--- src/design/eslr_pkg.sv ---
// Package: shared types, constants and codes of the expert slot reserver.
package eslr_pkg;

  // Parameter defaults
  localparam int DEF_NUM_EXPERTS = 64;
  localparam int DEF_SLOTS       = 16;
  localparam int DEF_MAX_BATCH   = 16;
  localparam int DEF_NUM_TABLES  = 8;

  // Fixed limits and field widths
  localparam int MAX_RESULTS = 16;
  localparam int ROW_W       = 12;
  localparam int EXP_W       = 6;
  localparam int CNT_W       = 16;
  localparam int CFG_IDX_W   = 2;
  localparam int CFG_DATA_W  = 64;
  localparam int OP_W        = 5;

  // Input actions
  localparam logic [1:0] ACT_PREDICT = 2'd0;
  localparam logic [1:0] ACT_PUBLISH = 2'd1;
  localparam logic [1:0] ACT_RETURN  = 2'd2;

  // Configuration register indexes
  localparam logic [CFG_IDX_W-1:0] CFG_LFU_MODE      = 2'd0;
  localparam logic [CFG_IDX_W-1:0] CFG_RESIDENT_MASK = 2'd1;
  localparam logic [CFG_IDX_W-1:0] CFG_SPEC_SLOTS    = 2'd2;
  localparam logic [CFG_IDX_W-1:0] CFG_BASE_ROW      = 2'd3;

  // Datapath operation codes
  localparam logic [OP_W-1:0] OP_NONE     = 5'd0;
  localparam logic [OP_W-1:0] OP_CLEAR    = 5'd1;
  localparam logic [OP_W-1:0] OP_ACCEPT   = 5'd2;
  localparam logic [OP_W-1:0] OP_RET      = 5'd3;
  localparam logic [OP_W-1:0] OP_PUB_RD   = 5'd4;
  localparam logic [OP_W-1:0] OP_PUB_WR   = 5'd5;
  localparam logic [OP_W-1:0] OP_INIT     = 5'd6;
  localparam logic [OP_W-1:0] OP_LEG_RD   = 5'd7;
  localparam logic [OP_W-1:0] OP_LEG_EV   = 5'd8;
  localparam logic [OP_W-1:0] OP_BUMP_RD  = 5'd9;
  localparam logic [OP_W-1:0] OP_BUMP_EV  = 5'd10;
  localparam logic [OP_W-1:0] OP_MISS_RD  = 5'd11;
  localparam logic [OP_W-1:0] OP_MISS_EV  = 5'd12;
  localparam logic [OP_W-1:0] OP_POP      = 5'd13;
  localparam logic [OP_W-1:0] OP_VIC_RD   = 5'd14;
  localparam logic [OP_W-1:0] OP_VIC_EV   = 5'd15;
  localparam logic [OP_W-1:0] OP_VIC_END  = 5'd16;
  localparam logic [OP_W-1:0] OP_FLUSH    = 5'd17;

  typedef struct packed {
    logic [1:0]       action;
    logic [2:0]       table_index;
    logic [EXP_W-1:0] expert_id;
    logic [ROW_W-1:0] row;
    logic             batch_last;
  } in_item_t;

  typedef struct packed {
    logic [EXP_W-1:0] reserved_expert;
    logic [ROW_W-1:0] reserved_row;
    logic             nothing_to_read;
    logic             run_last;
  } out_item_t;

  typedef struct packed {
    logic [OP_W-1:0] op;
  } cmd_t;

  typedef struct packed {
    logic clr_done;
    logic init_done;
    logic lfu;
    logic scan_last;
    logic bump_done;
    logic miss_done;
    logic hit;
    logic depth_nz;
  } stat_t;

endpackage

--- src/design/eslr_ctrl.sv ---
// Controller: sequences clearing, item handling and reservation passes.
module eslr_ctrl (
  input  logic             clk,
  input  logic             rst_n,
  input  logic             start,
  input  eslr_pkg::in_item_t in_data,
  input  eslr_pkg::stat_t  stat,
  output logic             busy,
  output eslr_pkg::cmd_t   cmd
);
  import eslr_pkg::*;

  localparam logic [4:0] S_CLEAR    = 5'd0;
  localparam logic [4:0] S_IDLE     = 5'd1;
  localparam logic [4:0] S_RET      = 5'd2;
  localparam logic [4:0] S_PUB_RD   = 5'd3;
  localparam logic [4:0] S_PUB_WR   = 5'd4;
  localparam logic [4:0] S_INIT     = 5'd5;
  localparam logic [4:0] S_LEG_RD   = 5'd6;
  localparam logic [4:0] S_LEG_EV   = 5'd7;
  localparam logic [4:0] S_BUMP_RD  = 5'd8;
  localparam logic [4:0] S_BUMP_EV  = 5'd9;
  localparam logic [4:0] S_MISS_RD  = 5'd10;
  localparam logic [4:0] S_MISS_EV  = 5'd11;
  localparam logic [4:0] S_POP      = 5'd12;
  localparam logic [4:0] S_VIC_RD   = 5'd13;
  localparam logic [4:0] S_VIC_EV   = 5'd14;
  localparam logic [4:0] S_VIC_END  = 5'd15;
  localparam logic [4:0] S_FLUSH    = 5'd16;

  logic [4:0] state_r, state_nxt;

  assign busy = (state_r != S_IDLE);

  // Decide next state and issue the datapath operation
  always_comb begin
    state_nxt = state_r;
    cmd.op    = OP_NONE;
    case (state_r)
      S_CLEAR: begin
        cmd.op = OP_CLEAR;
        if (stat.clr_done) state_nxt = S_IDLE;
      end
      S_IDLE: begin
        if (start) begin
          cmd.op = OP_ACCEPT;
          case (in_data.action)
            ACT_PREDICT: if (in_data.batch_last) state_nxt = S_INIT;
            ACT_PUBLISH: state_nxt = S_PUB_RD;
            ACT_RETURN:  state_nxt = S_RET;
            default:     state_nxt = S_IDLE;
          endcase
        end
      end
      S_RET: begin
        cmd.op    = OP_RET;
        state_nxt = S_IDLE;
      end
      S_PUB_RD: begin
        cmd.op    = OP_PUB_RD;
        state_nxt = S_PUB_WR;
      end
      S_PUB_WR: begin
        cmd.op    = OP_PUB_WR;
        state_nxt = S_IDLE;
      end
      S_INIT: begin
        cmd.op = OP_INIT;
        if (stat.init_done) state_nxt = stat.lfu ? S_BUMP_RD : S_LEG_RD;
      end
      S_LEG_RD: begin
        cmd.op    = OP_LEG_RD;
        state_nxt = S_LEG_EV;
      end
      S_LEG_EV: begin
        cmd.op    = OP_LEG_EV;
        state_nxt = stat.scan_last ? S_MISS_RD : S_LEG_RD;
      end
      S_BUMP_RD: begin
        cmd.op    = OP_BUMP_RD;
        state_nxt = stat.bump_done ? S_MISS_RD : S_BUMP_EV;
      end
      S_BUMP_EV: begin
        cmd.op    = OP_BUMP_EV;
        state_nxt = S_BUMP_RD;
      end
      S_MISS_RD: begin
        cmd.op    = OP_MISS_RD;
        state_nxt = stat.miss_done ? S_FLUSH : S_MISS_EV;
      end
      S_MISS_EV: begin
        cmd.op = OP_MISS_EV;
        if (stat.hit)           state_nxt = S_MISS_RD;
        else if (stat.depth_nz) state_nxt = S_POP;
        else if (stat.lfu)      state_nxt = S_VIC_RD;
        else                    state_nxt = S_MISS_RD;
      end
      S_POP: begin
        cmd.op    = OP_POP;
        state_nxt = S_MISS_RD;
      end
      S_VIC_RD: begin
        cmd.op    = OP_VIC_RD;
        state_nxt = S_VIC_EV;
      end
      S_VIC_EV: begin
        cmd.op    = OP_VIC_EV;
        state_nxt = stat.scan_last ? S_VIC_END : S_VIC_RD;
      end
      S_VIC_END: begin
        cmd.op    = OP_VIC_END;
        state_nxt = S_MISS_RD;
      end
      S_FLUSH: begin
        cmd.op    = OP_FLUSH;
        state_nxt = S_IDLE;
      end
      default: state_nxt = S_IDLE;
    endcase
  end

  always_ff @(posedge clk) begin
    if (!rst_n) state_r <= S_CLEAR;
    else        state_r <= state_nxt;
  end

endmodule

--- config.mk ---
export PLATFORM = sky130hd
export DESIGN_NAME = eslr_ctrl
export DESIGN_NICKNAME = d
export VERILOG_FILES = /design/src/design/eslr_pkg.sv /design/src/design/eslr_ctrl.sv
export SDC_FILE = /design/constraint.sdc
export NUM_CORES = 1
export LEC_CHECK = 0
export BUFFER_PORTS_ARGS = -buffer_cell sky130_fd_sc_hd__buf_2
export CAP_MARGIN = 20
export CORE_MARGIN = 3
export CORE_UTILIZATION = 37
export DETAILED_ROUTE_END_ITERATION = 7
export PLACE_DENSITY = 0.75
export SYNTH_ARGS = -nofsm -noshare
export SYNTH_HDL_FRONTEND = slang
export SYNTH_SLANG_ARGS = --single-unit
export TNS_END_PERCENT = 20
--- constraint.sdc ---
create_clock -name clk -period 1.2 [get_ports clk]
set_input_delay 0.12 -clock clk [delete_from_list [all_inputs] [get_ports clk]]
set_output_delay 0.12 -clock clk [all_outputs]
set_load 0.05 [all_outputs]
==> flow_summary.json, run 1 <==
{
  "synthesis.nets": 118,
  "grt_max_degree": 9,
  "netlist_instances": 81,
  "fin_setup_tns_ns": -2.33,
  "finish.utilization_pct": 79.6,
  "peakVddDrop_mv": 0.490,
  "hp-class": "in -> reg",
  "grt.total_usage_pct": 29.5,
  "swShare_pct": 35.0,
  "fin_nets": 175,
  "io_buffer_count": 19,
  "hold_viol": 0,
  "viasPerCell": 6.21,
  "hold_buffers": 0,
  "yosys.area.top_type": "dfxtp_1",
  "numCtsBuffers": 3,
  "power_uw": 600,
  "required_ns": 1.34,
  "ctsHtreeMaxLevel": 1,
  "post-dp-hpwl_mm": 1.76,
  "largest_register_ff_count": 5,
  "cts_tree": "built",
  "synth_edf_count": 0,
  "path_max_fanout": 5,
  "drt-wirelength-per-cell_um": 20.0,
  "arrival_ns": 1.65,
  "die_y_um": 47.2,
  "routabilityCongestion": 0.931,
  "layout_worst_path_cycle_share_pct": 126,
  "fin_hold_ws_ns": 0.127,
  "ys_ff_latch": 5,
  "clock_skew_ns": 0.00385,
  "switchingPower_uw": 210,
  "crit_type": "reg -> reg",
  "tightest_slew_ns": 0.401,
  "drtIter0Drc": 38,
  "synth.most_common_cell": "inv_1",
  "globalRouteOverflowTotal": 0,
  "die_x_um": 47.2,
  "drive_above_1_share_pct": 67.2,
  "clockBufferDepth": 2,
  "r2r_slack_ns": -0.31,
  "ys_seq_area_share_pct": 15.9,
  "rsz0062_at_grt": "true",
  "setup_ws_ns": -0.307,
  "rows": 14,
  "insertedDiodeCount": 0,
  "grt_pass1_wl_mm": 4.46,
  "coreArea_sq_um": 1560,
  "ys_types": 45,
  "grt_pass1_vias": 928,
  "io-pin-count": 41,
  "cts_root_buffer": "clkbuf_4",
  "power.density_nw_per_um2": 483,
  "totalWireLength_mm": 3.05,
  "clk_latency_ns": 0.25,
  "syn_to_final_growth_pct": 97.2,
  "clockPowerShare_pct": 34.4,
  "vias": 950,
  "drc_errors": 0,
  "ant_nets": 0,
  "synth_area_per_cell_sq_um": 7.77,
  "slew_headroom_pct": 72.6,
  "clock-sinks": 5,
  "async_flop_share_pct": 0,
  "seq_power_share_pct": 27.9,
  "largest_register": "state_r",
  "yosysWarnings": 0,
  "synth_ff_type": "dfxtp_1",
  "violations": "setup timing",
  "end_kind": "flop",
  "layout_min_cycle_time_ns": 1.51,
  "p_int_uw": 390,
  "worst_setup_path_start_kind": "flop",
  "pwr-share-comb_pct": 37.7,
  "cap_violations": 0,
  "antenna_found_initial": 0,
  "slew_viol_final": 0,
  "ys_top_cells_by_count": "inv_1, nand2_1, a21oi_1, dfxtp_1, nor2_1",
  "die_area_sq_um": 2230,
  "fmax_mhz": 664,
  "status": "finished, violations left",
  "drt_pass1_iterations": 4,
  "cts.reportedPaths.clkPinSlew_ns": 0.05,
  "synth_top_area_share_pct": 15.9,
  "top_regs": "state_r (5)",
  "initial_utilization_pct": 40.4,
  "finalSetupViolations": 11,
  "p_leak_nw": 0.550,
  "syn_area_sq_um": 629,
  "synth_area_leaders": "dfxtp_1, inv_1, a21oi_1"
}
## repair_timing
item                       CTS  global route
pin swaps                    1             5
gates cloned                 0             0
resized for setup           31            16
setup endpoints to repair   11            11
setup buffers                3             5
## layer usage
metal  vias to the layer above  track usage [%]  share of wire, %
li1                        418                -                 -
met1                       441             31.5                38
met2                        65             52.9                50
met3                        26             3.83               6.1
met4                         0             19.9               6.0
met5                         -                0                 0
## cells in the final DEF (no fill, tap or decap), types with 2 or more instances in the layout
master and count:
clkbuf_4 3, ha_1 2, a31oi_1 2, nor3_1 2, buf_2 13, inv_1 5
nand3b_1 2, nand3_4 2, dfxtp_4 5, inv_4 2, nand2b_1 2, a21oi_1 3
buf_6 10, nor2_1 2, nor2_2 2, buf_4 35, nand2_1 5, o31a_1 2
## worst max-delay path: stages (launching register included)
cell and delay [ns]:
dfxtp_4 0.37, buf_4 0.14, a2111oi_0 0.38, buf_4 0.19, a31oi_1 0.04, a221oi_2 0.28
## metrics by stage
step | instance area [sq um] | setup slack (ns) | std cells
2_1_floorplan | 668 | -0.188 | 81
3_3_place_gp | 968 | -0.215 | 141
3_5_place_dp | 968 | -0.269 | 141
4_1_cts | 1130 | -0.235 | 148
5_1_grt | 1240 | -0.356 | 153
6_report | 1240 | -0.307 | 153
## power by group through the flow
stage	clock (mW)	combinational, mW	sequential (mW)
6_report	0.206	0.226	0.167
5_1_grt	0.211	0.238	0.168
4_1_cts	0.208	0.204	0.173
3_5_place_dp	0	0.181	0.178
3_3_place_gp	0	0.177	0.178
2_1_floorplan	0	0.0984	0.176
## logic make-up (layout without fill, tap and decap cells)
family | Yosys count | after routing | share of synthesized area, %
compound gates | 27 | 27 | 35.0
xor+xnor | 2 | 2 | 2.78
fa+ha+maj | 2 | 2 | 3.98
buf+inv | 15 | 71 | 13.3
flops | 5 | 5 | 15.9
mux | 1 | 1 | 1.59
simple gates | 29 | 29 | 27.4
## final cells by class
cell class / instances / area [sq um]
Tap cell: 16 / 20.0
Sequential cell: 5 / 119
Clock buffer: 3 / 22.5
Clock inverter: 1 / 5.00
Multi-Input combinational cell: 61 / 587
Timing Repair Buffer: 58 / 440
Inverter: 9 / 47.5
Fill cell: 96 / 318
## worst paths after layout
check / end / cells past startpoint / from
max: state_r[2] / 5 / state_r[2]
min: state_r[4] / 3 / stat[2]
max reg2reg: state_r[2] / 5 / state_r[2]
min reg2reg: state_r[4] / 3 / state_r[3]
Note: power is estimated with default switching activity, not from simulation.
==> inputs of run 2 (changes only) <==
Settings changed: CORE_UTILIZATION 37 to 44, PLACE_DENSITY 0.75 to 0.83.
Clock period 1.2 ns to 1.8 ns, I/O delays scaled along.
==> flow_summary.json, run 2 (synthesized netlist as in run 1, its figures left out) <==
{
  "layout_commonest_cell": "buf_2",
  "die_area_sq_um": 1920,
  "arrival_ns": 1.49,
  "crit_type": "reg -> out",
  "layout_worst_path_cycle_share_pct": 92.9,
  "ctsHtreeMaxLevel": 1,
  "initial_utilization_pct": 47.8,
  "num-fill-cells": 134,
  "fin_nets": 141,
  "drive_above_1_share_pct": 37.9,
  "crit_chain": "inv_1 -> nand3_1 -> o32ai_2 -> buf_2",
  "grt_max_degree": 16,
  "drt_pass1_iterations": 4,
  "top_regs": "state_r (5)",
  "coreArea_sq_um": 1320,
  "p_leak_nw": 0.342,
  "die_x_um": 43.8,
  "post_cts_buffers": 0,
  "end_kind": "output port",
  "grt_pass1_wl_mm": 2.82,
  "vias": 714,
  "drtIter0Drc": 24,
  "cts_resized": 0,
  "fin_hold_ws_ns": 0.191,
  "post-dp-hpwl_mm": 1.26,
  "syn_to_final_growth_pct": 22.5,
  "insertedDiodeCount": 0,
  "cts_tree": "built",
  "tightest_slew_ns": 0.410,
  "hold_viol": 0,
  "critPathMaxStageDelay_ns": 0.39,
  "layout_min_cycle_time_ns": 1.67,
  "place_area_sq_um": 741,
  "ant_nets": 0,
  "crit_buf_inv": 2,
  "drt-wirelength-per-cell_um": 13.5,
  "power.density_nw_per_um2": 437,
  "hold_buffers": 0,
  "io-pin-count": 41,
  "required_ns": 1.62,
  "stdcell_area_sq_um": 771,
  "largest_register": "state_r",
  "cap_violations": 0,
  "clock_skew_ns": 0.00292,
  "io_buffer_count": 19,
  "globalRouteOverflowTotal": 0,
  "cpLargestDelayFamily": "buffers and inverters",
  "die_y_um": 43.8,
  "grt_pass1_vias": 667,
  "cts_root_buffer": "clkbuf_4",
  "routabilityCongestion": 0.974,
  "rows": 13,
  "antenna_found_initial": 0,
  "clock-sinks": 5,
  "fmax_mhz": 598,
  "drc_errors": 0,
  "largest_register_ff_count": 5,
  "layout_common_cells": "buf_2, inv_1, nand2_1",
  "numCtsBuffers": 3,
  "totalWireLength_mm": 1.60,
  "grt.total_usage_pct": 19.5,
  "cts.reportedPaths.clkPinSlew_ns": 0.04,
  "path_max_fanout": 13,
  "finalSetupViolations": 0,
  "clk_latency_ns": 0.24,
  "slew_headroom_pct": 72.3,
  "status": "completed",
  "hp-class": "in -> reg",
  "fin_setup_tns_ns": 0,
  "worst_setup_path_start_kind": "flop",
  "peakVddDrop_mv": 0.419,
  "power_uw": 337,
  "slew_viol_final": 0,
  "viasPerCell": 6.05,
  "clockBufferDepth": 2,
  "cp_slowest_cell": "dfxtp_2",
  "rsz0062_at_grt": "false"
}
## run 2: path summary, 6_finish.rpt
path / from / end / slack, ns / depth (start not counted)
setup / recovery: state_r[3] / cmd[4] / 0.13 / 4
hold / removal: stat[2] / state_r[4] / 0.19 / 3
setup reg to reg: state_r[0] / state_r[0] / 0.33 / 4
hold reg to reg: state_r[2] / state_r[4] / 0.61 / 1
## run 2: power breakdown
group	leakage (nW)	internal, mW	switching [mW]	total, mW
Combinational	0.286	0.0350	0.0522	0.0873
Sequential	0.0418	0.114	0.00748	0.121
Clock	0.0150	0.0837	0.0444	0.128
## run 2: per-layer routing
metal	wire (um)	GRT usage [%]
met3	131	7.47
met5	0	0
met4	14	4.22
met2	763	32.8
met1	685	23.3
## run 2: final cells by class
class	instances	area (sq um)	share of cell area (%)
clock buffer	4	26.3	3.41
inverter	9	36.3	4.71
multi-input combinational	61	453	58.8
sequential	5	104	13.5
tap	15	18.8	2.44
timing repair buffer	24	133	17.2
## run 2: worst min-delay path, delay by kind of cell
family	cells	cell delay, ns
simple gates	2	0.09
buf+inv	1	0.11
## run 2: stage by stage
stage	instances	worst slack, ns	util [%]
after floorplan	81	0.106	-
after global placement	114	0.188	56.2
after detailed placement	114	0.168	56.2
after CTS	118	0.0451	58.2
after global routing	118	0.0441	58.5
final	118	0.129	58.5
==> inputs of run 3 (changes only) <==
Settings changed: ABC_AREA from default to 1, CORE_UTILIZATION 44 to 46.
==> flow_summary.json, run 3 <==
{
  "num-fill-cells": 137,
  "p_leak_nw": 0.545,
  "io_buffer_count": 19,
  "ctsHtreeMaxLevel": 1,
  "ys_seq_area_share_pct": 13.9,
  "path_max_fanout": 13,
  "insertedDiodeCount": 0,
  "slew_headroom_pct": 76.4,
  "coreArea_sq_um": 1380,
  "die_y_um": 45.5,
  "grt.total_usage_pct": 21.9,
  "antenna_found_initial": 0,
  "cp_slowest_cell": "dfxtp_1",
  "hold_viol": 0,
  "fin_nets": 201,
  "peakVddDrop_mv": 0.335,
  "ys_ff_latch": 5,
  "synth_edf_count": 0,
  "post_cts_buffers": 0,
  "cpLargestDelayFamily": "simple AND/OR/NAND/NOR gates",
  "initial_utilization_pct": 52.0,
  "layout_worst_path_cycle_share_pct": 98.2,
  "grt_pass1_vias": 849,
  "async_flop_share_pct": 0,
  "fmax_mhz": 565,
  "status": "completed",
  "ys_top_cells_by_count": "nand2_1, nor2_1, inv_1",
  "end_kind": "output port",
  "cts.reportedPaths.clkPinSlew_ns": 0.04,
  "totalWireLength_mm": 2.00,
  "routabilityCongestion": 0.926,
  "io-pin-count": 41,
  "syn_area_sq_um": 719,
  "largest_register": "state_r",
  "slew_viol_final": 0,
  "place_area_sq_um": 838,
  "largest_register_ff_count": 5,
  "yosys.area.top_type": "nand2_1",
  "clock-sinks": 5,
  "vias": 971,
  "yosysWarnings": 0,
  "layout_min_cycle_time_ns": 1.77,
  "required_ns": 1.62,
  "power_uw": 450,
  "drtIter0Drc": 61,
  "drive_above_1_share_pct": 23.9,
  "drc_errors": 0,
  "clock_skew_ns": 0.00292,
  "fin_setup_tns_ns": 0,
  "hold_buffers": 0,
  "arrival_ns": 1.59,
  "tightest_slew_ns": 0.354,
  "synth_area_per_cell_sq_um": 5.14,
  "cap_violations": 0,
  "cts_tree": "built",
  "rows": 13,
  "critPathMaxStageDelay_ns": 0.35,
  "cts_root_buffer": "clkbuf_4",
  "ant_nets": 0,
  "power.density_nw_per_um2": 499,
  "layout_commonest_cell": "nand2_1",
  "numCtsBuffers": 3,
  "die_area_sq_um": 2070,
  "synth_top_area_share_pct": 18.3,
  "hp-class": "in -> reg",
  "post-dp-hpwl_mm": 1.64,
  "finalSetupViolations": 0,
  "top_regs": "state_r (5)",
  "viasPerCell": 5.46,
  "globalRouteOverflowTotal": 0,
  "crit_type": "reg -> out",
  "netlist_instances": 140,
  "synth_area_leaders": "nand2_1, nand3_1, dfxtp_1",
  "synthesis.nets": 177,
  "layout_common_cells": "nand2_1, nor2_1, inv_1, nand3_1, buf_2",
  "drt_pass1_iterations": 4,
  "stdcell_area_sq_um": 902,
  "ys_types": 19,
  "die_x_um": 45.5,
  "synth.most_common_cell": "nand2_1",
  "clk_latency_ns": 0.24,
  "synth_ff_type": "dfxtp_1",
  "crit_chain": "inv_1 -> buf_4 -> nand2_1 -> nor2_1 -> nor3_2 -> nand4_1 -> buf_6",
  "clockBufferDepth": 2,
  "grt_pass1_wl_mm": 3.39,
  "syn_to_final_growth_pct": 25.4,
  "drt-wirelength-per-cell_um": 11.2,
  "worst_setup_path_start_kind": "flop",
  "grt_max_degree": 14,
  "crit_buf_inv": 3
}
==> run 3: layout make-up <==
type | instances | area [sq um] | share of cell area (%)
clock buffer | 4 | 26.3 | 2.91
timing repair buffer | 21 | 124 | 13.7
tap | 15 | 18.8 | 2.08
inverter | 23 | 86.3 | 9.57
multi-input combinational | 110 | 541 | 59.9
sequential | 5 | 106 | 11.8
==> run 3: where the power goes <==
group | leakage (nW) | switching [mW] | internal, mW
logic | 0.488 | 0.130 | 0.0622
clock network | 0.0150 | 0.0469 | 0.0839
registers | 0.0422 | 0.0110 | 0.116
total | 0.545 | 0.188 | 0.262
==> run 3: what timing repair did <==
item / CTS / global route
setup endpoints to repair: 3 / 4
gates resized for setup: 5 / 9
hold endpoints to repair: 0 / 0
==> run 3: cell families after synthesis <==
group,after synthesis,share of synthesized area (%)
buffers and inverters,25,13.4
flip-flops,5,13.9
AO/OA/AOI/OAI,8,6.44
adder cells (fa/ha/maj),2,3.48
AND/OR/NAND/NOR,100,62.8
==> run 3: worst register-to-register path, delay by kind of cell, from the launching register on <==
kind | cells | cell delay [ns]
and+or+nand+nor | 6 | 0.62
DFF | 1 | 0.49
buffers and inverters | 2 | 0.23
==> run 3: final timing paths <==
kind | slack (ns) | cells after the start | startpoint | endpoint
setup / recovery | 0.03 | 7 | state_r[4] | cmd[2]
hold / removal | 0.19 | 3 | stat[2] | state_r[4]
setup reg to reg | 0.37 | 8 | state_r[1] | state_r[0]
hold reg to reg | 0.64 | 3 | state_r[2] | state_r[4]
==> run 3: metal layers <==
metal,track usage (%),share of wire [%],vias to the layer above
met1,28.4,40,418
met4,3.51,1.2,0
met3,3.56,9.6,4
met5,0,0,-
met2,38.2,49,57
li1,-,-,492
==> run 3: stage by stage <==
| step | util (%) | setup WS [ns] | std cells | hold WS, ns |
|---|---|---|---|---|
| global route | 65.2 | -0.0638 | 178 | 0.188 |
| global placement | 60.6 | 0.197 | 174 | 0.441 |
| floorplan | - | 0.158 | 140 | 0.322 |
| detailed placement | 60.6 | 0.171 | 174 | 0.439 |
| CTS | 63.3 | -0.00643 | 178 | 0.188 |
| finish | 65.2 | 0.0316 | 178 | 0.193 |
